`src/hw/rtl/cc20_pkg.sv`:
```
// Shared types, constants and round functions for the ChaCha20 stream XOR block.
// No dependencies; imported by every module of the block.
`default_nettype none

package cc20_pkg;

    typedef logic [15:0][31:0] t_state;
    typedef logic [3:0][31:0]  t_quad;
    typedef logic [7:0][63:0]  t_block;

    localparam int CFG_IDX_W = 3;
    typedef logic [CFG_IDX_W-1:0] t_cfg_idx;

    localparam t_cfg_idx REG_KEY_LOW      = 3'd0;
    localparam t_cfg_idx REG_KEY_MID_LOW  = 3'd1;
    localparam t_cfg_idx REG_KEY_MID_HIGH = 3'd2;
    localparam t_cfg_idx REG_KEY_HIGH     = 3'd3;
    localparam t_cfg_idx REG_SALT_WORD    = 3'd4;
    localparam t_cfg_idx REG_IV_WORD      = 3'd5;

    localparam t_quad SIGMA = {32'h6b206574, 32'h79622d32, 32'h3320646e, 32'h61707865};

    typedef struct packed {
        logic [255:0] key;
        logic [31:0]  salt;
        logic [63:0]  iv;
    } t_cfg;

    typedef struct packed {
        t_block      data;
        logic [63:0] byte_en;
        logic [6:0]  byte_count;
        logic        last;
        logic [31:0] ctr;
    } t_entry;

    function automatic t_quad cc20_qr(t_quad q);
        logic [31:0] a;
        logic [31:0] b;
        logic [31:0] c;
        logic [31:0] d;
        a = q[0];
        b = q[1];
        c = q[2];
        d = q[3];
        a = a + b; d = d ^ a; d = {d[15:0], d[31:16]};
        c = c + d; b = b ^ c; b = {b[19:0], b[31:20]};
        a = a + b; d = d ^ a; d = {d[23:0], d[31:24]};
        c = c + d; b = b ^ c; b = {b[24:0], b[31:25]};
        return {d, c, b, a};
    endfunction

    // Even rounds work on columns, odd rounds on diagonals; the four
    // quarter rounds of one round touch disjoint words.
    function automatic t_state cc20_round(t_state s, logic diag);
        t_state     r;
        t_quad      q;
        logic [1:0] k;
        logic [3:0] ia;
        logic [3:0] ib;
        logic [3:0] ic;
        logic [3:0] id;
        r = s;
        for (int i = 0; i < 4; i++) begin
            k  = 2'(i);
            ia = {2'b00, k};
            ib = {2'b01, 2'(k + {1'b0, diag})};
            ic = {2'b10, 2'(k + {diag, 1'b0})};
            id = {2'b11, 2'(k + {diag, diag})};
            q  = cc20_qr({s[id], s[ic], s[ib], s[ia]});
            r[ia] = q[0];
            r[ib] = q[1];
            r[ic] = q[2];
            r[id] = q[3];
        end
        return r;
    endfunction

    function automatic t_state cc20_init(t_cfg cfg, logic [31:0] ctr);
        t_state r;
        r[0] = SIGMA[0];
        r[1] = SIGMA[1];
        r[2] = SIGMA[2];
        r[3] = SIGMA[3];
        for (int i = 0; i < 8; i++) begin
            r[4'(4 + i)] = cfg.key[32*i +: 32];
        end
        r[12] = ctr;
        r[13] = cfg.salt;
        r[14] = cfg.iv[31:0];
        r[15] = cfg.iv[63:32];
        return r;
    endfunction

endpackage

`default_nettype wire

```
`src/hw/rtl/cc20_queue.sv`:
```
// Two-entry queue of classified blocks between the front and the round engine.
// Depends on cc20_pkg.
`default_nettype none

module cc20_queue (
    input  wire logic             i_clk,
    input  wire logic             i_rst_n,
    input  wire logic             i_push,
    input  wire cc20_pkg::t_entry i_entry,
    input  wire logic             i_pop,
    output logic                  o_full,
    output logic                  o_nonempty,
    output cc20_pkg::t_entry      o_entry
);
    import cc20_pkg::*;

    t_entry     r_mem [2];
    logic       r_wp;
    logic       r_rp;
    logic [1:0] r_cnt;
    logic [1:0] n_cnt;

    assign o_full     = (r_cnt == 2'd2);
    assign o_nonempty = (r_cnt != 2'd0);
    assign o_entry    = r_mem[r_rp];

    always_comb begin
        n_cnt = r_cnt;
        if (i_push && !i_pop) begin
            n_cnt = r_cnt + 2'd1;
        end else if (!i_push && i_pop) begin
            n_cnt = r_cnt - 2'd1;
        end
    end

    always_ff @(posedge i_clk) begin
        if (i_push) begin
            r_mem[r_wp] <= i_entry;
        end
    end

    always_ff @(posedge i_clk) begin
        if (!i_rst_n) begin
            r_wp  <= 1'b0;
            r_rp  <= 1'b0;
            r_cnt <= 2'd0;
        end else begin
            if (i_push) begin
                r_wp <= !r_wp;
            end
            if (i_pop) begin
                r_rp <= !r_rp;
            end
            r_cnt <= n_cnt;
        end
    end

endmodule

`default_nettype wire

```
`config.mk`:
```
export PLATFORM = sky130hd
export DESIGN_NAME = cc20_queue
export DESIGN_NICKNAME = d
export VERILOG_FILES = /design/src/hw/rtl/cc20_pkg.sv /design/src/hw/rtl/cc20_queue.sv
export SDC_FILE = /design/constraint.sdc
export NUM_CORES = 1
export LEC_CHECK = 0
export BUFFER_PORTS_ARGS = -buffer_cell sky130_fd_sc_hd__clkbuf_2
export CAP_MARGIN = 15
export CORE_AREA = 2 2 485 487
export DETAILED_ROUTE_END_ITERATION = 7
export DIE_AREA = 0 0 487 489
export GPL_TIMING_DRIVEN = 0
export MAX_ROUTING_LAYER = met4
export REMOVE_ABC_BUFFERS = 1
export SYNTH_ARGS = -nofsm -noshare
export SYNTH_HDL_FRONTEND = slang
export SYNTH_SLANG_ARGS = --single-unit
```
`constraint.sdc`:
```
create_clock -name i_clk -period 95 [get_ports i_clk]
set_clock_uncertainty 0.05 [all_clocks]
set_input_delay 9.5 -clock i_clk [delete_from_list [all_inputs] [get_ports i_clk]]
set_output_delay 9.5 -clock i_clk [all_outputs]
set_load 0.05 [all_outputs]
```
# Word-level counts from Yosys, hierarchy flattened
# Memory sizes are Yosys's and may differ from the RTL's. A register that Yosys moved wholly into a read port is not among the register bits.
# Index checks and enable logic that the tools add are counted.
# totals
register_bits,4
latch_bits,0
ramBits,1232
romBits,0
input_bits,620
wordCells,21
memories,1
# op_classes
addsub,2
mul,0
n_div,0
order_cmp,0
eq_ne,1
shifts,0
n_mux,6
n_bitwise,0
reduce_logical,8
# mem_list
memory,words,width,rd,rd_clocked_by_memory_dff,wr,line_no,source
r_mem,2,616,1,1,1,cc20_queue.sv:17,t_entry r_mem [2];
# op_table
operator,n
1-bit logical NOT,4
1-bit 2-to-1 mux,4
2-bit 2-to-1 mux,2
2-bit nonzero test,2
2-bit by 1-bit adder with 2-bit output (second input constant),1
2-bit equality test (second input constant),1
1-bit logical AND,2
2-bit by 1-bit subtractor with 2-bit output (second input constant),1

# Longest topological paths before layout
# logic_depth
word_depth,4
depth_mapped,5
depth_no_buf,5

# Worst setup path after synthesis
# Ideal clock, no wire load.
# synth_timing
path_type,input-to-reg
from,input port i_push
to,register r_wp
setup_ns,0.173
arrival_ns,37.704
setup_slack_ns,57.073
stages,2
n_path_buf,0
path_cell_list,nor2b_1 > o21a_1
# synth_rtl
element,line_no,source
from (decl),cc20_queue.sv:8,"input wire logic i_push,"
to (signal assigned),cc20_queue.sv:49,r_wp <= !r_wp;
to (decl),cc20_queue.sv:18,logic r_wp;

==> out/results.txt <==
Status = finished clean
Hold Crit Class = reg -> reg
Final worst path period need = 12.89 ns
Most common cell after layout, fill and taps aside = clkbuf_2
Critical path buffers and inverters = 5
Crit-path max cell delay = 0.44 ns
First-pass GRT wire length = 206,000 um
Initial DRT Pass Iterations = 5
Area Growth Syn to Fin = 34.5%
Post-Layout Inst Area = 61,300 um2
Number of synthesized register bits = 1,237
Placed cell count = 6,220
Cell Pwr Density = 23.5 nW/um2
Worst-path cell chain = buf_16 -> buf_16 -> buf_16 -> buf_16 -> mux2_4 -> clkbuf_2
Leak = 22.9 nW
Worst-Skew Late Latency = 0.79 ns
CP required = 85.45 ns
Total GRT Usage = 13.1%
Initial antenna violation count = 105
Post-synth top area cell = edfxtp_1
Largest fanout on the critical path = 60
F_max = 0.0776 GHz
Vias in the first global route = 24,700
Synth area leaders = edfxtp_1 (81%), mux2_2 (9.3%), mux2_4 (7.9%)
Via count = 24,500
CTS tree = yes
Die Span Y = 489 um
WL met3 = 18,900 um
Worst setup path end = o_entry[566]
Grt ovf = 0
Area of the mapped netlist = 45,600 um2
Row Count = 178
DR WL/cell = 24.4 um
Max IR drop VDD = 0.0165 mV
Drc violations = 0
Initial core utilization = 19.5%
R2R Path End = r_mem[1][304]$_DFFE_PP_
Worst-margin pin slew = 0.598 ns
Period utilization = 13.6%
Endpoints failing setup = 0
RePlAce Congestion = 0.877
Die width = 487 um
CP endpoint kind = primary output
Post-placement cell area = 56,300 um2
Cts bufs inserted = 144
CP Depth = 6
Metal2 WL = 72,500 um
Final hold viol count = 0
Setup CP Type = reg -> out
CP Data Arrival Time = 3.34 ns
Clock Path Buffers = 3
Yosys warns = 0
Setup TNS = 0 ns
Top Metal Used = met4
FF-to-FF setup slack = 92.49 ns
CP most frequent cell = buf_16
DRT met1 WL = 63,300 um
DRT Wirelength = 160,000 um
Max-cap violations = 0
Seq/Total Area, Yosys = 81.4%
Yosys cell types = 17
Pins Over Slew Limit = 0
Root Driver = clkbuf_16
Post-CTS Setup Bufs = 0
Total die area = 238,000 um2
Top delay family on crit path = buffers and inverters
Core footprint = 234,000 um2
R2R depth = 5
Ratio of cells with drive above 1 in the final layout = 62.1%
R2r startpoint = r_wp$_SDFFE_PN0P_
Largest net degree at the start of global routing = 63
Area share of the largest cell type after synthesis = 81.2%
Critical Path Source Type = flop
RSZ-0062 raised after global routing = no
Most frequent cells in the layout = clkbuf_2 (1,237), edfxtp_1 (1,232), mux2_2 (376)
First-iteration detailed-routing DRC count = 1,505
CP max-delay cell = dfxtp_4
Post-CTS sizing = 0
IO Count = 1,238
Vias/cell = 3.74
Mapped Cells = 1,939
HPWL after detailed placement = 125,000 um
# H-tree levels = 4
Clock slew at reported path FFs = 0.06 ns
Tot Pwr = 1.44 mW
Count of non-filler cells in the finished layout = 6,534
Final nets = 3,927
Routed Antenna Nets = 0
PortBufs = 1,237
Cts hold-fix bufs = 0
Clk sinks = 1,237
Synth Area per Inst = 23.5 um2
Max_slew headroom = 60.3%
## Yosys cell counts
cell type	n
o21ai_0	1
and2_1	4
xor2_1	2
mux2_4	240
ha_1	1
a21boi_0	1
dfxtp_1	5
edfxtp_1	1232
buf_6	28
xnor2_1	1
or2_2	1
o21a_1	1
buf_2	41
nor2b_1	3
mux2_2	376
inv_1	1
or3_1	1
## final cells by class
| type | count | area (um2) |
|---|---|---|
| Clock inverter | 99 | 1160 |
| Inverter | 1 | 3.75 |
| Antenna cell | 57 | 143 |
| Clock buffer | 158 | 3660 |
| Multi-Input combinational cell | 632 | 7960 |
| Sequential cell | 1237 | 37100 |
| Timing Repair Buffer | 1290 | 7450 |
| Tap cell | 3060 | 3830 |
| Fill cell | 23600 | 172000 |
## through the flow
stage | hold slack, ns | setup slack [ns] | util [%]
6_report | 0.454 | 82.11 | 26.2
4_1_cts | 0.456 | 81.96 | 26.2
5_1_grt | 0.485 | 81.92 | 26.2
3_5_place_dp | 0.447 | 82.89 | 24.1
3_3_place_gp | 0.446 | 36.24 | 23.6
2_1_floorplan | 0.418 | 57.07 | -
## sequential cells by signal (all words and copies together), names as in the netlist, named ones only
register	cells
r_cnt	2
r_wp	1
r_mem	1232
r_rp	1
## routing by layer
layer	vias to the layer above	global-route usage (%)
met3	289	6.70
met1	12200	14.8
met4	0	5.00
met2	1312	19.8
met5	-	-
li1	10600	-
## where the power goes
| group | leakage [nW] | internal (mW) | switching, mW | total, mW |
|---|---|---|---|---|
| sequential | 11.6 | 0.632 | 0.00594 | 0.638 |
| combinational | 8.96 | 0.0674 | 0.168 | 0.236 |
| clock | 2.31 | 0.328 | 0.238 | 0.566 |
## worst min path at each step
| stage | startpoint | end | slack (ns) | cells after the start |
|---|---|---|---|---|
| 6_report | r_cnt[1]$_SDFFE_PN0P_ | r_cnt[1]$_SDFFE_PN0P_ | 0.45 | 2 |
| 5_1_grt | r_cnt[1]$_SDFFE_PN0P_ | r_cnt[1]$_SDFFE_PN0P_ | 0.49 | 2 |
| 4_1_cts | r_cnt[1]$_SDFFE_PN0P_ | r_cnt[1]$_SDFFE_PN0P_ | 0.46 | 2 |
| 3_5_place_dp | r_cnt[1]$_SDFFE_PN0P_ | r_cnt[1]$_SDFFE_PN0P_ | 0.45 | 2 |
| 3_3_place_gp | r_cnt[1]$_SDFFE_PN0P_ | r_cnt[1]$_SDFFE_PN0P_ | 0.45 | 2 |
| 2_1_floorplan | r_cnt[1]$_SDFFE_PN0P_ | r_cnt[1]$_SDFFE_PN0P_ | 0.42 | 2 |
## worst register-to-register path: stages, from the launching register on
cell and delay (ns):
dfxtp_1 0.39, and2_4 0.50, buf_16 0.30, buf_16 0.27
buf_16 0.29, buf_16 0.36
## kinds of logic after synthesis
kind of cell	share of synthesized area, %
multiplexers	17.2
AO/OA/AOI/OAI	0.0439
flip-flops	81.4
XOR/XNOR	0.0577
adder cells (fa/ha/maj)	0.0275
buffers and inverters	1.15
AND/OR/NAND/NOR	0.124
Power figures use the tool's default switching activity.
