[src/hw/rtl/cc20_pkg.sv]
// Shared types, constants and round functions for the ChaCha20 stream XOR block.
// No dependencies; imported by every module of the block.
`default_nettype none

package cc20_pkg;

    typedef logic [15:0][31:0] t_state;
    typedef logic [3:0][31:0]  t_quad;
    typedef logic [7:0][63:0]  t_block;

    localparam int CFG_IDX_W = 3;
    typedef logic [CFG_IDX_W-1:0] t_cfg_idx;

    localparam t_cfg_idx REG_KEY_LOW      = 3'd0;
    localparam t_cfg_idx REG_KEY_MID_LOW  = 3'd1;
    localparam t_cfg_idx REG_KEY_MID_HIGH = 3'd2;
    localparam t_cfg_idx REG_KEY_HIGH     = 3'd3;
    localparam t_cfg_idx REG_SALT_WORD    = 3'd4;
    localparam t_cfg_idx REG_IV_WORD      = 3'd5;

    localparam t_quad SIGMA = {32'h6b206574, 32'h79622d32, 32'h3320646e, 32'h61707865};

    typedef struct packed {
        logic [255:0] key;
        logic [31:0]  salt;
        logic [63:0]  iv;
    } t_cfg;

    typedef struct packed {
        t_block      data;
        logic [63:0] byte_en;
        logic [6:0]  byte_count;
        logic        last;
        logic [31:0] ctr;
    } t_entry;

    function automatic t_quad cc20_qr(t_quad q);
        logic [31:0] a;
        logic [31:0] b;
        logic [31:0] c;
        logic [31:0] d;
        a = q[0];
        b = q[1];
        c = q[2];
        d = q[3];
        a = a + b; d = d ^ a; d = {d[15:0], d[31:16]};
        c = c + d; b = b ^ c; b = {b[19:0], b[31:20]};
        a = a + b; d = d ^ a; d = {d[23:0], d[31:24]};
        c = c + d; b = b ^ c; b = {b[24:0], b[31:25]};
        return {d, c, b, a};
    endfunction

    // Even rounds work on columns, odd rounds on diagonals; the four
    // quarter rounds of one round touch disjoint words.
    function automatic t_state cc20_round(t_state s, logic diag);
        t_state     r;
        t_quad      q;
        logic [1:0] k;
        logic [3:0] ia;
        logic [3:0] ib;
        logic [3:0] ic;
        logic [3:0] id;
        r = s;
        for (int i = 0; i < 4; i++) begin
            k  = 2'(i);
            ia = {2'b00, k};
            ib = {2'b01, 2'(k + {1'b0, diag})};
            ic = {2'b10, 2'(k + {diag, 1'b0})};
            id = {2'b11, 2'(k + {diag, diag})};
            q  = cc20_qr({s[id], s[ic], s[ib], s[ia]});
            r[ia] = q[0];
            r[ib] = q[1];
            r[ic] = q[2];
            r[id] = q[3];
        end
        return r;
    endfunction

    function automatic t_state cc20_init(t_cfg cfg, logic [31:0] ctr);
        t_state r;
        r[0] = SIGMA[0];
        r[1] = SIGMA[1];
        r[2] = SIGMA[2];
        r[3] = SIGMA[3];
        for (int i = 0; i < 8; i++) begin
            r[4'(4 + i)] = cfg.key[32*i +: 32];
        end
        r[12] = ctr;
        r[13] = cfg.salt;
        r[14] = cfg.iv[31:0];
        r[15] = cfg.iv[63:32];
        return r;
    endfunction

endpackage

`default_nettype wire

[src/hw/rtl/cc20_core.sv]
// Round engine: one ChaCha round per cycle, then, once the output register is free, the
// feed-forward add, XOR and byte masking into it. Depends on cc20_pkg.
`default_nettype none

module cc20_core #(
    parameter int DOUBLE_ROUND_COUNT = 10
) (
    input  wire logic             i_clk,
    input  wire logic             i_rst_n,
    input  wire cc20_pkg::t_cfg   i_cfg,
    input  wire logic             i_q_nonempty,
    input  wire cc20_pkg::t_entry i_q_entry,
    output logic                  o_pop,
    output logic                  o_out_valid,
    input  wire logic             i_out_ready,
    output cc20_pkg::t_block      o_out,
    output logic [6:0]            o_out_byte_count,
    output logic                  o_out_last
);
    import cc20_pkg::*;

    localparam int ROUNDS = 2 * DOUBLE_ROUND_COUNT;
    localparam int RND_W  = $clog2(ROUNDS + 1);

    t_state         r_w;
    logic [RND_W-1:0] r_rnd;
    logic           r_busy;
    t_block         r_data;
    logic [63:0]    r_en;
    logic [6:0]     r_cnt;
    logic           r_last;
    logic [31:0]    r_ctr;
    logic           r_ov;
    t_block         r_out;
    logic [6:0]     r_out_cnt;
    logic           r_out_last;

    t_state         load_init;
    t_state         fin_init;
    t_block         result;
    logic           done;
    logic           out_free;
    logic           finish;
    logic           take;

    assign load_init = cc20_init(i_cfg, i_q_entry.ctr);
    assign fin_init  = cc20_init(i_cfg, r_ctr);

    assign done     = r_busy && (r_rnd == RND_W'(ROUNDS));
    assign out_free = !r_ov || i_out_ready;
    assign finish   = done && out_free;
    assign take     = i_q_nonempty && (!r_busy || finish);
    assign o_pop    = take;

    always_comb begin
        for (int i = 0; i < 8; i++) begin
            result[i] = {r_w[2*i+1] + fin_init[2*i+1], r_w[2*i] + fin_init[2*i]}
                        ^ r_data[i];
            for (int b = 0; b < 8; b++) begin
                if (!r_en[8*i + b]) begin
                    result[i][8*b +: 8] = 8'h00;
                end
            end
        end
    end

    always_ff @(posedge i_clk) begin
        if (take) begin
            r_w    <= cc20_round(load_init, 1'b0);
            r_data <= i_q_entry.data;
            r_en   <= i_q_entry.byte_en;
            r_cnt  <= i_q_entry.byte_count;
            r_last <= i_q_entry.last;
            r_ctr  <= i_q_entry.ctr;
        end else if (r_busy && !done) begin
            r_w <= cc20_round(r_w, r_rnd[0]);
        end
        if (finish) begin
            r_out      <= result;
            r_out_cnt  <= r_cnt;
            r_out_last <= r_last;
        end
    end

    always_ff @(posedge i_clk) begin
        if (!i_rst_n) begin
            r_busy <= 1'b0;
            r_rnd  <= '0;
            r_ov   <= 1'b0;
        end else begin
            if (take) begin
                r_busy <= 1'b1;
                r_rnd  <= RND_W'(1);
            end else if (finish) begin
                r_busy <= 1'b0;
            end else if (r_busy && !done) begin
                r_rnd <= r_rnd + RND_W'(1);
            end
            if (finish) begin
                r_ov <= 1'b1;
            end else if (i_out_ready) begin
                r_ov <= 1'b0;
            end
        end
    end

    assign o_out_valid      = r_ov;
    assign o_out            = r_out;
    assign o_out_byte_count = r_out_cnt;
    assign o_out_last       = r_out_last;

endmodule

`default_nettype wire

[config.mk]
export PLATFORM = sky130hd
export DESIGN_NAME = cc20_core
export DESIGN_NICKNAME = d
export VERILOG_FILES = /design/src/hw/rtl/cc20_pkg.sv /design/src/hw/rtl/cc20_core.sv
export SDC_FILE = /design/constraint.sdc
export NUM_CORES = 2
export LEC_CHECK = 0
export BUFFER_PORTS_ARGS = -buffer_cell sky130_fd_sc_hd__buf_2
export CAP_MARGIN = 20
export CORE_MARGIN = 5
export CORE_UTILIZATION = 28
export DETAILED_ROUTE_END_ITERATION = 10
export GPL_ROUTABILITY_DRIVEN = 0
export PLACE_DENSITY = 0.44
export REMOVE_ABC_BUFFERS = 1
export SYNTH_ARGS = -nofsm -noshare
export SYNTH_HDL_FRONTEND = slang
export SYNTH_SLANG_ARGS = --single-unit
[constraint.sdc]
create_clock -name i_clk -period 44.7 [get_ports i_clk]
set_clock_uncertainty 0.15 [all_clocks]
set_input_delay 2.235 -clock i_clk [delete_from_list [all_inputs] [get_ports i_clk]]
set_output_delay 2.235 -clock i_clk [all_outputs]
set_load 0.005 [all_outputs]
After elaboration in Yosys (flattened, before gate mapping):

Cells that the tools add are included.

* register bits after elaboration: 1399
* input bits: 972
* output and inout bits: 522
* word-level logic and storage cells: 264

* $add $sub $neg: 38
* magnitude comparators: 24
* equality and inequality tests: 2
* mux-type cells: 69
* bitwise gates (word level): 24
* reductions and logical operators: 27

Operators by type and width (number)
* bitwise mux 512 bit: 12
* two-way mux 512 bit: 2
* two-way mux 32 bit: 27
* adder 32 bit: 24
* binary-select mux 32 bit (select 2 bit): 9
* demux 32 bit (select 2 bit): 9
* bitwise XOR 32 bit: 16
* bitwise XOR 64 bit: 6
* adder 32 x 31 -> 32 bit, second input constant: 3
* demux 32 bit (select 1 bit): 3
* less-than comparator 4 x 5 -> 1 bit, second input constant: 8
* adder 32 x 30 -> 32 bit, second input constant: 1
* greater-or-equal comparator 4 x 1 -> 1 bit, second input constant: 8
* less-than comparator 3 x 5 -> 1 bit, second input constant: 4
* logical AND 1 bit: 16
* greater-or-equal comparator 3 x 1 -> 1 bit, second input constant: 4
* two-way mux 1 bit: 7
* adder 2 bit, first input constant: 3
* nonzero test 2 bit: 3
* adder 5 x 1 -> 5 bit, second input constant: 1
* == test 5 bit, second input constant: 1
* adder 1 x 1 -> 2 bit, first input constant: 2
* adder 1 x 2 -> 2 bit, first input constant: 2
* adder 2 x 1 -> 2 bit, first input constant: 2
* other kinds (6): 11

Longest topological paths before layout:

* word-level depth: 24
* depth in mapped cells: 60
* mapped depth without buffers: 56

Least setup slack after synthesis:

Ideal clock, no wire load.

* path kind: input port to flip-flop
* start point: input port i_out_ready
* end point: register r_w[0] (netlist bit), enable pin
* setup time: 0.667 ns
* data arrival time: 18.315 ns
* required time: 43.883 ns
* setup slack: 25.569 ns
* stages: 6
* buffers on the path: 0
* cell sequence: nand2b_1 > nand3_1 > nand2_1 > nand2_1 > inv_1 > or2_2

* longest elaborated chain between the ends: 5

Ends and longest elaborated chain
* start, declared: line cc20_core.sv:15 `input wire logic i_out_ready,`
* logical OR 1 bit: line cc20_core.sv:50 `assign out_free = !r_ov || i_out_ready;`
* logical AND 1 bit: line cc20_core.sv:51 `assign finish = done && out_free;`
* logical OR 1 bit: line cc20_core.sv:52 `assign take = i_q_nonempty && (!r_busy || finish);`
* logical AND 1 bit: line cc20_core.sv:52
* net o_pop: line cc20_core.sv:13 `output logic o_pop,`
* nonzero test 2 bit (no source line)
* end signal, assigned: line cc20_core.sv:69 `r_w <= cc20_round(load_init, 1'b0);`
* end signal, assigned: line cc20_core.sv:76 `r_w <= cc20_round(r_w, r_rnd[0]);`
* end, declared: line cc20_core.sv:25 `t_state r_w;`

The timed path passes the listed nets, and every way through them passes these cells.
A chain may end at the register's enable or synchronous reset.

Final worst setup path:

* start point: register r_rnd[0]
* end point: register r_w[166] (netlist bit) (data pin)

* longest elaborated chain between the ends: 24
* elaborated cells on any way between the ends: 99
* those cells by class: 25 x add/sub; 8 x order compare; 46 x mux; 16 x bitwise; 4 x reduce/logical

Ends and longest elaborated chain
* start, declared: line cc20_core.sv:26 `logic [RND_W-1:0] r_rnd;`
* start signal, assigned: line cc20_core.sv:97 `r_rnd <= r_rnd + RND_W'(1);`
* two-way mux 32 bit (not written as such) (2 in series): line cc20_pkg.sv:70 `q = cc20_qr({s[id], s[ic], s[ib], s[ia]});`
* adder 32 bit: line cc20_pkg.sv:46 `a = a + b; d = d ^ a; d = {d[15:0], d[31:16]};`
* bitwise XOR 32 bit: line cc20_pkg.sv:46
* adder 32 bit: line cc20_pkg.sv:47 `c = c + d; b = b ^ c; b = {b[19:0], b[31:20]};`
* bitwise XOR 32 bit: line cc20_pkg.sv:47
* adder 32 bit: line cc20_pkg.sv:48 `a = a + b; d = d ^ a; d = {d[23:0], d[31:24]};`
* bitwise XOR 32 bit: line cc20_pkg.sv:48
* adder 32 bit: line cc20_pkg.sv:49 `c = c + d; b = b ^ c; b = {b[24:0], b[31:25]};`
* [... 7 more ...]
* bitwise mux 512 bit: line cc20_pkg.sv:72 `r[ib] = q[1];`
* bitwise mux 512 bit: line cc20_pkg.sv:73 `r[ic] = q[2];`
* bitwise mux 512 bit: line cc20_pkg.sv:74 `r[id] = q[3];`
* bitwise mux 512 bit: line cc20_pkg.sv:72
* bitwise mux 512 bit: line cc20_pkg.sv:73
* bitwise mux 512 bit (*): line cc20_pkg.sv:74
* two-way mux 512 bit (*): line cc20_core.sv:75 `end else if (r_busy && !done) begin`
* two-way mux 512 bit (*): line cc20_core.sv:68 `if (take) begin`

Mark *: on every way between the ends. The rest lies on a longest branch, timed or not. The select of a mux whose other input is x is not followed.

==> results.json <==
{
  "status": "finished clean",
  "maxSlewHeadroom_pct": 7.07,
  "setup_viol": 0,
  "design.core.area_um2": 353000,
  "cp_num_buf_inv": 6,
  "h-tree-depth": 4,
  "postCtsSetupBuffers": 0,
  "ys.flop_type": "edfxtp_1",
  "hold_path_depth": 0,
  "yosysMostFrequentCell": "edfxtp_1",
  "gr-total-overflow": 0,
  "hold_viol_final": 0,
  "die_width_um": 606,
  "regToRegStartpoint": "r_rnd[0]",
  "cts-hold-fix-buffers": 0,
  "initial_core_util_pct": 28.1,
  "min_to": "o_out_byte_count[1]",
  "firstDrtPassIters": 6,
  "cts_tree": "done",
  "n_fill_cell": 36100,
  "pin_count": 1494,
  "die-height_um": 606,
  "cp.required_ns": 45.11,
  "crit_family": "compound AO/OA/AOI/OAI gates",
  "final_layout_size_suffix_gt1_share_pct": 17.4,
  "critPathKind": "reg2reg",
  "nets": 12300,
  "rr_endpoint": "r_w[166]",
  "grt_pass1_wl_um": 632000,
  "synth_edf_count": 1376,
  "synth-async-reset-ratio_pct": 0,
  "synth_cell_types": 103,
  "synth_top_area_cell": "edfxtp_1",
  "ys_ff_latch": 1383,
  "slowest_stage": "xnor2_2",
  "grt_usage_pct": 24.9,
  "fin_crit_sh_pct": 40.1,
  "grt_pass1_vias": 77800,
  "drt-initial-drc-count": 8977,
  "clk_root_buffer_cell": "clkbuf_16",
  "synth.avg_cell_area_um2": 10.7,
  "critPathLaunch": "r_rnd[0]",
  "synth_top_area_share_pct": 41.6,
  "arrival_ns": 18.34,
  "synthCells": 9290,
  "vias_per_cell": 5.22,
  "placed_area_um2": 111000,
  "synth_area_um2": 99400,
  "min-delay-start": "r_cnt[1]",
  "grt_setup_unrepaired": "false",
  "die_area_um2": 367000,
  "ant_nets": 0,
  "synth-seq-area-share_pct": 41.7,
  "antenna_found_initial": 159,
  "wl_per_cell_um": 31.0,
  "max_stage_delay_ns": 0.84,
  "grt_max_degree": 144,
  "drc": 0,
  "hp-class": "reg2reg",
  "max_slew.worst_pin.slew_ns": 1.39,
  "period_minus_slack_ns": 17.93,
  "row_count": 218,
  "yosys_warnings": 0,
  "fmax_mhz": 55.8,
  "cp-end-kind": "flip-flop",
  "maxCapViolCount": 0,
  "reg2reg_depth": 54,
  "io_buffers": 1093,
  "r2r_setup_slack_ns": 26.77,
  "synth.top_cells.by_area": "edfxtp_1 (42%), xnor2_1 (10%), ha_1 (9.4%), xor2_1 (5.4%), a21oi_1 (3.4%)",
  "final_util_pct": 33.1,
  "num_vias": 80800,
  "cts_resized": 0,
  "clock_path_buffers": 4,
  "whs_ns": 0.268,
  "cts_sinks": 1383,
  "synth_common_cells": "edfxtp_1 (1376), xnor2_1 (1151), ha_1 (750)",
  "clk_latency_ns": 0.93,
  "dp_hpwl_um": 402000,
  "critical_path.max_fanout": 45,
  "slew_violations": 0,
  "clkTransAtPathRegs_ns": 0.06,
  "drt-total-wl_um": 480000,
  "crit_path_start_kind": "flip-flop",
  "area_growth_syn_to_layout_pct": 17.6,
  "cts_buffers": 183,
  "final_cell_area_um2": 117000
}
-- cell type report --
cell class                      instances  area (um^2)  area share (%)
Timing Repair Buffer                 1230         6580            5.63
Inverter                              390         1490            1.27
Clock inverter                        105          977           0.836
Sequential cell                      1383        41500            35.5
Multi-Input combinational cell       7367        55500            47.5
Antenna cell                           76          190           0.163
Clock buffer                          217         4740            4.05
Tap cell                             4730         5920            5.06
-- routing by layer --
| layer | track usage [%] | part of all wire, % | vias to the layer above |
|---|---|---|---|
| met1 | 30.0 | 38 | 39100 |
| met5 | 0 | 0.14 | - |
| met2 | 39.0 | 44 | 4347 |
| met4 | 13.3 | 6.3 | 116 |
| li1 | - | - | 36200 |
| met3 | 8.40 | 11 | 1135 |
-- sequential cells by signal (all words and copies together) (netlist names) --
register and cells:
r_w 512, o_out 384, r_data 384, r_en 48, r_ctr 32, o_out_byte_count 7, r_cnt 7, r_rnd 5
o_out_last 1, o_out_valid 1, r_busy 1, r_last 1
-- through the flow --
stage	instances	setup TNS [ns]	worst slack, ns
after CTS	15400	0	27.36
after global routing	15400	0	26.33
after detailed placement	15100	0	27.47
after floorplan	9140	-882.96	-1.72
final	15500	0	26.77
after global placement	15100	0	27.61
-- layout by cell type (no fill, tap or decap), types with 78 or more instances in the layout --
cell type  netlist  routed
xor2_1         613     609
o21bai_1       106     106
buf_2            6    1093
a21o_1         397     397
o21ai_0        316     315
inv_1          386     384
and3_1          78      78
nand2_1        453     453
nor2_1         549     549
a21oi_1        672     672
ha_1           750     750
edfxtp_1      1376    1376
nor3_1          93      93
mux2i_1        261     261
and2_1         334     334
nand2b_1        98      98
clkbuf_16        0     184
mux2_2         274     274
conb_1           1     128
buf_4          128     128
xnor2_1       1151    1140
nand3_1        130     130
nor2b_1        102     102
-- cell families (layout without fill, tap and decap cells) --
logic type,Yosys count,after routing,share of synthesized area [%]
AOI/OAI and AO/OA,2094,2094,13.5
xor gates and xnor gates,1773,1773,15.7
adders and majority gates,774,774,9.92
buffers and inverters,667,1942,3.01
DFF,1383,1383,41.7
muxes,538,538,5.77
other,1,204,0.00377
and+or+nand+nor,2060,2060,10.3
-- worst max path at each step --
stage,to,slack [ns],cells past startpoint
finish,r_w[166],26.77,54
global route,r_w[166],26.33,55
global placement,r_w[166],27.61,54
CTS,r_w[166],27.36,54
detailed placement,r_w[166],27.47,54
floorplan,r_w[0],-1.72,8
Power is left out: the tool's default activity adds up to more than one toggle a clock period on the data nets, which glitch-free logic cannot reach.
