**src/hw/rtl/cc20_pkg.sv**
```systemverilog
// Shared types, constants and round functions for the ChaCha20 stream XOR block.
// No dependencies; imported by every module of the block.
`default_nettype none

package cc20_pkg;

    typedef logic [15:0][31:0] t_state;
    typedef logic [3:0][31:0]  t_quad;
    typedef logic [7:0][63:0]  t_block;

    localparam int CFG_IDX_W = 3;
    typedef logic [CFG_IDX_W-1:0] t_cfg_idx;

    localparam t_cfg_idx REG_KEY_LOW      = 3'd0;
    localparam t_cfg_idx REG_KEY_MID_LOW  = 3'd1;
    localparam t_cfg_idx REG_KEY_MID_HIGH = 3'd2;
    localparam t_cfg_idx REG_KEY_HIGH     = 3'd3;
    localparam t_cfg_idx REG_SALT_WORD    = 3'd4;
    localparam t_cfg_idx REG_IV_WORD      = 3'd5;

    localparam t_quad SIGMA = {32'h6b206574, 32'h79622d32, 32'h3320646e, 32'h61707865};

    typedef struct packed {
        logic [255:0] key;
        logic [31:0]  salt;
        logic [63:0]  iv;
    } t_cfg;

    typedef struct packed {
        t_block      data;
        logic [63:0] byte_en;
        logic [6:0]  byte_count;
        logic        last;
        logic [31:0] ctr;
    } t_entry;

    function automatic t_quad cc20_qr(t_quad q);
        logic [31:0] a;
        logic [31:0] b;
        logic [31:0] c;
        logic [31:0] d;
        a = q[0];
        b = q[1];
        c = q[2];
        d = q[3];
        a = a + b; d = d ^ a; d = {d[15:0], d[31:16]};
        c = c + d; b = b ^ c; b = {b[19:0], b[31:20]};
        a = a + b; d = d ^ a; d = {d[23:0], d[31:24]};
        c = c + d; b = b ^ c; b = {b[24:0], b[31:25]};
        return {d, c, b, a};
    endfunction

    // Even rounds work on columns, odd rounds on diagonals; the four
    // quarter rounds of one round touch disjoint words.
    function automatic t_state cc20_round(t_state s, logic diag);
        t_state     r;
        t_quad      q;
        logic [1:0] k;
        logic [3:0] ia;
        logic [3:0] ib;
        logic [3:0] ic;
        logic [3:0] id;
        r = s;
        for (int i = 0; i < 4; i++) begin
            k  = 2'(i);
            ia = {2'b00, k};
            ib = {2'b01, 2'(k + {1'b0, diag})};
            ic = {2'b10, 2'(k + {diag, 1'b0})};
            id = {2'b11, 2'(k + {diag, diag})};
            q  = cc20_qr({s[id], s[ic], s[ib], s[ia]});
            r[ia] = q[0];
            r[ib] = q[1];
            r[ic] = q[2];
            r[id] = q[3];
        end
        return r;
    endfunction

    function automatic t_state cc20_init(t_cfg cfg, logic [31:0] ctr);
        t_state r;
        r[0] = SIGMA[0];
        r[1] = SIGMA[1];
        r[2] = SIGMA[2];
        r[3] = SIGMA[3];
        for (int i = 0; i < 8; i++) begin
            r[4'(4 + i)] = cfg.key[32*i +: 32];
        end
        r[12] = ctr;
        r[13] = cfg.salt;
        r[14] = cfg.iv[31:0];
        r[15] = cfg.iv[63:32];
        return r;
    endfunction

endpackage

`default_nettype wire

```
**src/hw/rtl/cc20_front.sv**
```systemverilog
// Input side: takes words, builds the byte enables and assigns the block counter.
// Depends on cc20_pkg.
`default_nettype none

module cc20_front (
    input  wire logic           i_clk,
    input  wire logic           i_rst_n,
    input  wire logic           i_in_valid,
    output logic                o_in_ready,
    input  wire cc20_pkg::t_block i_data,
    input  wire logic [6:0]     i_byte_count,
    input  wire logic           i_last_block,
    input  wire logic           i_queue_full,
    output logic                o_push,
    output cc20_pkg::t_entry    o_entry
);
    import cc20_pkg::*;

    logic [31:0] r_ctr;
    logic [31:0] n_ctr;
    logic [63:0] byte_en;

    assign o_in_ready = !i_queue_full;
    assign o_push     = i_in_valid && !i_queue_full;

    // A count above 64 enables every byte, a count of zero none.
    always_comb begin
        for (int j = 0; j < 64; j++) begin
            byte_en[j] = (7'(j) < i_byte_count);
        end
    end

    always_comb begin
        n_ctr = r_ctr;
        if (o_push) begin
            n_ctr = i_last_block ? 32'd1 : r_ctr + 32'd1;
        end
    end

    always_ff @(posedge i_clk) begin
        if (!i_rst_n) begin
            r_ctr <= 32'd1;
        end else begin
            r_ctr <= n_ctr;
        end
    end

    assign o_entry.data       = i_data;
    assign o_entry.byte_en    = byte_en;
    assign o_entry.byte_count = i_byte_count;
    assign o_entry.last       = i_last_block;
    assign o_entry.ctr        = r_ctr;

endmodule

`default_nettype wire

```
**config.mk**
```make
export PLATFORM = sky130hd
export DESIGN_NAME = cc20_front
export DESIGN_NICKNAME = d
export VERILOG_FILES = /design/src/hw/rtl/cc20_pkg.sv /design/src/hw/rtl/cc20_front.sv
export SDC_FILE = /design/constraint.sdc
export NUM_CORES = 1
export LEC_CHECK = 0
export ABC_AREA = 1
export BUFFER_PORTS_ARGS = -buffer_cell sky130_fd_sc_hd__buf_4
export CORE_AREA = 8 8 439 441
export CTS_CLUSTER_DIAMETER = 50
export CTS_CLUSTER_SIZE = 10
export DETAILED_ROUTE_END_ITERATION = 6
export DIE_AREA = 0 0 447 449
export PLACE_DENSITY = 0.3
export SYNTH_ARGS = -nofsm -noshare
export SYNTH_HDL_FRONTEND = slang
export SYNTH_SLANG_ARGS = --single-unit
export TNS_END_PERCENT = 30
```
**constraint.sdc**
```tcl
create_clock -name i_clk -period 1.7 [get_ports i_clk]
set_input_delay 0.17 -clock i_clk [delete_from_list [all_inputs] [get_ports i_clk]]
set_output_delay 0.17 -clock i_clk [all_outputs]
set_load 0.01 [all_outputs]
```
; ---- Yosys cells after proc, flatten, opt, wreduce, memory -nomap -nowiden
; Index checks and enable logic that the tools add are counted.
[classes]
addsub = 1
order_cmp = 64
n_mux = 1
n_reduce_logical = 2
[op_table]
columns = cell, count
row1 = $lt 6x7->1 const A, 32
row2 = $lt 5x7->1 const A, 16
row3 = $lt 4x7->1 const A, 8
row4 = $add 32x1->32 const B, 1
row5 = $mux 32, 1
row6 = $lt 3x7->1 const A, 4
row7 = $lt 1x7->1 const A, 2
row8 = $lt 2x7->1 const A, 2
row9 = $logic_and 1x1->1, 1
row10 = $logic_not 1->1, 1
[word_totals]
register_bits = 32
elab_cells = 69

; ---- Depth between registers and ports, before layout
; Gate-level depths: netlist of run 1.
[logic_depth]
word_depth = 2
depth_mapped = 9
depth_no_buf = 9

; ---- Least setup slack after synthesis of run 1
; No wires, ideal clock.
[synth_timing]
path_kind = register -> register
start = reg r_ctr[0]
end = reg r_ctr[28]
setup_time_ns = 0.110
arrival_time_ns = 1.272
t_required_ns = 1.590
setup_slack_ns = 0.318
path_stages_with_launch = 9
path_cell_list = dfxtp_1 > ha_1 > inv_1 > nor2_4 > nand3_1 > nor2_2 > nand4_1 > nand2_1 > nor2_1
[synth_between]
elab_chain_cells = 2
[synth_rtl]
columns = element, line_no
row1 = "start, declared", cc20_front.sv:19  ; logic [31:0] r_ctr;
row2 = "start signal, assigned", cc20_front.sv:44  ; r_ctr <= n_ctr;
row3 = $add 32x1->32, cc20_front.sv:36  ; n_ctr = i_last_block ? 32'd1 : r_ctr + 32'd1;
row4 = $mux 32, cc20_front.sv:36
; No other way between the ends.
; A chain may end at the register's enable or synchronous reset.

==> results of run 1 <==
-- cells in the mapped netlist, drive strengths merged --
library cell,instances,area (um^2)
a211oi,1,7.51
nand2,93,359
a21oi,40,200
nand4,7,58.8
inv,65,244
nand3,25,143
o21ai,37,193
nor3,7,40.0
buf,529,3960
ha,1,12.5
nor2b,1,6.26
dfxtp,32,641
nor2,78,378
nand3b,1,20.0
nor3b,1,7.51
o21bai,1,7.51
-- through the flow --
step                hold WS, ns  cell area [um^2]  setup WS (ns)
floorplan                 0.325              6280          0.318
global placement          0.340              6650        -0.0681
finish                    0.318              6840          0.104
CTS                       0.340              6820         0.0447
detailed placement        0.340              6650        -0.0720
global route              0.340              6840         0.0225
-- area by class of cell --
cell class	instances	area (um^2)	area share
Multi-Input combinational cell	293	1440	0.211
Clock buffer	5	125	0.0183
Sequential cell	32	641	0.0936
Inverter	65	244	0.0357
Timing Repair Buffer	156	1220	0.179
Tap cell	2495	3120	0.456
Clock inverter	3	42.5	0.00622
-- power breakdown --
part	switching (mW)	total (mW)	internal (mW)
Clock	0.387	1.08	0.689
Sequential	0.00399	0.757	0.753
Combinational	0.350	0.594	0.244
Total	0.741	2.43	1.69
-- logic make-up (layout without fill, tap and decap cells) --
kind of cell | count (synthesis) | in the layout | synth area share
buf+inv | 594 | 229 | 0.670
fa+ha+maj | 1 | 1 | 0.00199
flops | 32 | 32 | 0.102
simple gates | 213 | 213 | 0.161
compound gates | 79 | 79 | 0.0650
-- critical path, delay by kind of cell --
family / cells / cell delay [ns]
AOI/OAI and AO/OA: 2 / 0.34
buffers and inverters: 5 / 0.65
and+or+nand+nor: 2 / 0.24
-- worst paths after layout --
path / start / end / slack [ns] / depth (start not counted)
max: i_byte_count[6] / o_entry[82] / 0.10 / 9
min: i_rst_n / r_ctr[1] / 0.32 / 4
max reg2reg: r_ctr[0] / r_ctr[28] / 0.18 / 8
min reg2reg: r_ctr[1] / r_ctr[1] / 0.53 / 2
-- layer usage --
metal  track usage  up-vias
met1        0.0470     1745
met4        0.0178        8
met2         0.167      784
li1              -     1570
met3         0.148      121
met5       0.00529        -
-- what timing repair did --
item                                    4_1_cts  5_1_grt
gates resized for setup                       1        3
buffers inserted                              0        1
pin swaps                                     0        0
endpoints found under the setup margin        1       11
gates cloned                                  0        0
==> results.txt, run 1 <==
The flow ran to the end, and the final reports show no timing, DRC or antenna violations. The tightest min-delay check is of the primary input to flop type. The remaining antenna violation count came out at 0. The first-pass iteration count of the detailed router is 6. The initial DRC count came out at 250. The instance count after placement with tap cells included came out at between 3000 and 4000.

The number of distinct standard cells referenced by the synthesized netlist is 29. The HPWL after detailed placement came out at between 90 and 100 mm. The area added between synthesis and finish is 8.99%. The clock transition at the registers of the reported paths is approximately 0.050 ns.

The row count is ~160. The number of warnings issued by yosys is 0. Of all nets on the critical path, the largest fanout is 6. The maximum level of the CTS H-tree is 2. Fill cells in the final layout number 22300. Clock skew on the completed layout was measured at around 0.01 ns. The antenna cell count is 0. On the worst path, the slowest cell contributes a delay of approximately 0.25 ns. The share of post-route cells with drive strength above 1 came out at 0.359. The cell leakage power came out at roughly 1.8 nW. The floorplan step defined a die boundary enclosing 201000 um^2. Ranked by flip-flop count, first place goes to r_ctr. The maximum buffer depth of the clock tree is 2. The via count of the first global-routing pass is around 4200. The worst relative slew slack is 0.735. For the final routed database, the setup TNS stands at 0 ns.

The number of max-cap violations is 0. In this run the top signal layer used is met5. The startpoint class of the critical path is a primary input.

The met2 wire length came out at around 50 mm. TritonCTS built the clock tree. The final cell count without fillers came out at between 3000 and 4000.

The first global-routing pass estimated about 110 mm of wire. The gate count of the mapped netlist is 919. The top achievable clock speed is 626 MHz. The number of nets in the synthesized netlist is around 1400. The post-synthesis sequential element count came out at 32. The global-route total usage across every layer came out at 0.0966.

The final cell utilization of the core came out at 0.0367. The data arrival time of the critical path is between 1 and 1.5 ns. The ratio of final minimum period to clock period is 0.939. The die is around 450 um tall. The flip-flop count of the largest register, all copies and words added is 32. In the final layout, the registers with the most flip-flops are r_ctr (32). The final layout contains routed wiring with a total length of 103 mm.

The floorplan step set the die width to ~450 um. The clock network latency to the later pin of the worst-skew pair came out at a little under 0.3 ns. The final-report max-slew violation count is 0.

Setup repair after global routing left no endpoint under its margin. Among the stages of the critical path, the cell type that occurs most often is sky130_fd_sc_hd__buf_4. The length of routed met3 wiring came out at 33.4 mm. The tree is rooted in a sky130_fd_sc_hd__clkbuf_16.

Routability-driven placement finished with a final weighted congestion of 0.773. The number of endpoints with negative hold slack in the final report came out at 0. Leaving out fill and tap cells, the most frequent cells in the layout are 151 x sky130_fd_sc_hd__buf_4, 91 x sky130_fd_sc_hd__nand2_1, 59 x sky130_fd_sc_hd__nor2_1, 59 x sky130_fd_sc_hd__inv_1, 39 x sky130_fd_sc_hd__a21oi_1.

The setup path with the least slack is of type primary input to primary output. In this run, CTS created clock tree buffers numbering 5. The synthesized area per cell is 6.83 um^2. The ratio of total power to cell area is 355 nW/um^2. The detailed-route vias per instance came out at 1.39.

In this run the tool buffered the top-level ports with ~120 buffer cells. The area inside the core boundary came out at approximately 190000 um^2. The total number of clock tree sinks is 32. The average detailed-routed wire length per instance is around 34 um. The top-level port count is ~1100. Of the synthesized area, sequential elements account for 0.102. The met1 layer wirelength in the final routing came out at 17.4 mm. The worst setup path is captured at a primary output.

The count of hold-fix buffers inserted at cts is 0. The leftover overflow at the end of global routing is 0. The net count of the finished layout is ~1100. Traced cell by cell, the critical path runs through buf_4, inv_2, nand2_1, buf_12, nor2_1, inv_1, o21ai_2, a21oi_1, buf_4. The worst voltage drop across the vdd grid came out at 0.000307 V. The final routed DRC violation total came out at 0. The actual transition at the worst max-transition pin came out at 0.393 ns. The cell area that synthesis handed to floorplanning was around 6300 um^2. The initial antenna violation count came out at 3. The largest net degree at the start of global routing is 22.

The most frequent standard cell in the layout excluding fill and tap cells is sky130_fd_sc_hd__buf_4. The total via count after detailed routing is about 4200. The shortest period the worst path allows is around 1.6 ns.

The initial core utilization is 0.0337. Power comes to about 2.4 mW. The critical path data required time is about 1.5 ns. The cell with the biggest individual delay on the critical path is sky130_fd_sc_hd__o21ai_2. The count of final setup violators is 0.
No activity file was read; power rests on OpenSTA's default activity.
==> inputs of run 2 (changes only) <==
--- a/config.mk
+++ b/config.mk
@@ -7,12 +7,14 @@
 export LEC_CHECK = 0
 export ABC_AREA = 1
 export BUFFER_PORTS_ARGS = -buffer_cell sky130_fd_sc_hd__buf_4
+export CAP_MARGIN = 0
 export CORE_AREA = 8 8 439 441
 export CTS_CLUSTER_DIAMETER = 50
 export CTS_CLUSTER_SIZE = 10
 export DETAILED_ROUTE_END_ITERATION = 6
 export DIE_AREA = 0 0 447 449
-export PLACE_DENSITY = 0.3
+export GPL_TIMING_DRIVEN = 0
+export PLACE_DENSITY_LB_ADDON = 0.05
 export SYNTH_ARGS = -nofsm -noshare
 export SYNTH_HDL_FRONTEND = slang
 export SYNTH_SLANG_ARGS = --single-unit
==> results.txt, run 2 (synthesized netlist as in run 1, its figures left out) <==
Fill cells in the final layout number around 22000. The initial antenna violation count came out at 3. The number of max-cap violations came out at 0. Ranked by flip-flop count, first place goes to r_ctr.

In this run the worst hold path is classified as primary input to flop. The pre-antenna-repair detailed-routing pass consisted of 5 iterations. In the layout the commonest cells are 1156 x sky130_fd_sc_hd__buf_4, 88 x sky130_fd_sc_hd__nand2_1, 56 x sky130_fd_sc_hd__nor2_1. The area inside the core boundary is 186000 um^2. The critical path in this run is classified as primary input to primary output.

The shortest period the worst path allows is between 1.5 and 2 ns. The worst setup path is launched from a primary input. The largest registers in the layout are r_ctr (32). For this run, design rule violations remaining after detail routing come to 0. The clock power share is 0.237. The switching power of the nets is 1.69 mW.

The number of CTS-inserted buffers is 5. Setup violations remaining at the end of the flow were counted as 0. The clock network latency to the later pin of the worst-skew pair came out at a little under 0.3 ns. Power spread over the standard cell area amounts to between 300 and 400 nW/um^2. The average detailed-routed wire length per instance is ~15 um.

Counting both buffers and inverters, the worst setup path holds a total of 4. The weighted congestion at the end of routability-driven global placement is 0.905. The first-pass GRT wire length is 77.1 mm. The cell leakage power came out at 6.61 nW. The clock transition at the registers of the reported paths is 0.06 ns. Along the worst path, the maximum fanout reaches 9. The area added between synthesis and finish came out at 131%.

The slowest stage of the critical path belongs to the cell sky130_fd_sc_hd__nor2_4. The CTS tree is done. The clock skew came out at roughly 0.0094 ns. The final routed wirelength across all metal layers came out at just over 60 mm. The flow ran to the end, and the final reports show no timing, DRC or antenna violations.

The family of cells with the greatest summed delay on the critical path is buffers and inverters. The remaining antenna violation count is 0. Setup repair after global routing could not meet its margin everywhere. The largest net degree at the start of global routing came out at 11. The via count of the first global-routing pass came out at 8228. The die area is approximately 200000 um^2. The register with the most flip-flops in the layout has 32 of them. For the pin with the worst max-slew slack, the measured transition is approximately 0.78 ns. The top achievable clock speed is between 600 and 700 MHz. The leftover overflow at the end of global routing came out at 0. In the final layout, the share of cells above drive strength 1 is 0.786. After the last flow step, the layout net total stands at 2087. The internal portion of total power is between 3 and 4 mW.

The critical path endpoint category is a primary output. The H-tree generated during clock tree synthesis spans 2 levels. The final-report max-slew violation count came out at 0. The share of total power dissipated in combinational logic is 0.609. The critical path data required time came out at 1.53 ns.

Across the VDD grid, the largest voltage drop is a little under 0.0004 V. The wire-length estimate of the detail-placed layout is between 50 and 60 mm. The top-level port count came out at approximately 1100. The floorplan step set the die height to about 450 um.

The signal on the critical path passes through buf_4, inv_2, nand2_2, nor2_4, inv_2, nor2_4, a21oi_1, buf_4. The worst relative slew slack came out at 0.482. The ratio of final minimum period to clock period came out at 0.937. The total number of clock tree sinks came out at 32. The width of the die came out at between 400 and 500 um. The row count came out at approximately 160. The count of input and output buffers is ~630.

The detailed-route vias per instance came out at ~1.9. The buffer type at the clock tree root is sky130_fd_sc_hd__clkbuf_16. The initial DRC count is between 200 and 250. Hold is met by 0.185 ns. The data arrival time of the critical path is roughly 1.4 ns. The delay of the slowest cell on the worst path came out at roughly 0.25 ns.

The library cell used most frequently in the layout, excluding fill and tap cells, is sky130_fd_sc_hd__buf_4. The total via count after detailed routing is 7550. The initial core utilization is 0.0337. No sink is reached through more buffers than the 2 on the longest clock path. The share of total power consumed by net switching is 0.344.

After routing, the total negative slack on setup checks comes to 0 ns. The global-route total usage across every layer is 0.0554. The sequential power share is 0.154. The number of endpoints with negative hold slack in the final report is 0.
==> run 2: repair_timing <==
action	4_1_cts	5_1_grt
setup buffers	3	5
pin swaps	4	6
hold buffers	0	0
hold endpoints to repair	0	0
resized for setup	19	20
setup endpoints to repair	50	30
==> run 2: worst paths after layout <==
path,from,endpoint,slack [ns],cells past startpoint
setup / recovery,i_byte_count[6],o_entry[78],0.11,8
hold reg to reg,r_ctr[6],r_ctr[6],0.49,1
hold / removal,i_rst_n,r_ctr[1],0.19,3
setup reg to reg,r_ctr[1],r_ctr[14],0.14,10
==> run 2: power by group through the flow <==
stage / sequential, mW / combinational [mW] / clock, mW
finish: 0.759 / 3.00 / 1.17
global route: 0.758 / 3.20 / 1.27
floorplan: 0.776 / 1.46 / 0
detailed placement: 0.775 / 3.05 / 0
CTS: 0.758 / 3.08 / 1.26
global placement: 0.775 / 3.09 / 0
==> run 2: per-layer routing <==
metal	up-vias	track usage	share of wire
li1	3596	-	-
met1	3396	0.0452	0.28
met2	522	0.122	0.60
met3	34	0.0208	0.11
met4	2	0.00814	0.015
met5	-	0	0.00021
==> run 2: layout make-up <==
cell class | instances | area, um^2 | share of cell area
inverter | 65 | 244 | 0.0168
tap | 2495 | 3120 | 0.215
clock inverter | 1 | 30.0 | 0.00207
multi-input combinational | 293 | 1540 | 0.106
timing repair buffer | 636 | 4800 | 0.331
clock buffer | 7 | 153 | 0.0105
sequential | 32 | 651 | 0.0449
antenna | 1 | 2.50 | 0.000173
buffer | 529 | 3960 | 0.273
==> run 2: tightest hold or removal path: stages <==
cell                      delay, ns
sky130_fd_sc_hd__buf_4         0.11
sky130_fd_sc_hd__o21ai_2       0.10
sky130_fd_sc_hd__nor3_1        0.05
==> run 2: through the flow <==
step	setup WS (ns)	cells	utilization	power, mW	cell area [um^2]
2_1_floorplan	0.318	919	-	2.23	6280
3_3_place_gp	-0.765	4042	0.0758	3.87	14100
3_5_place_dp	-0.722	4042	0.0758	3.83	14100
4_1_cts	-0.000737	4053	0.0772	5.10	14400
5_1_grt	-0.0188	4059	0.0779	5.23	14500
6_report	0.107	4059	0.0779	4.92	14500
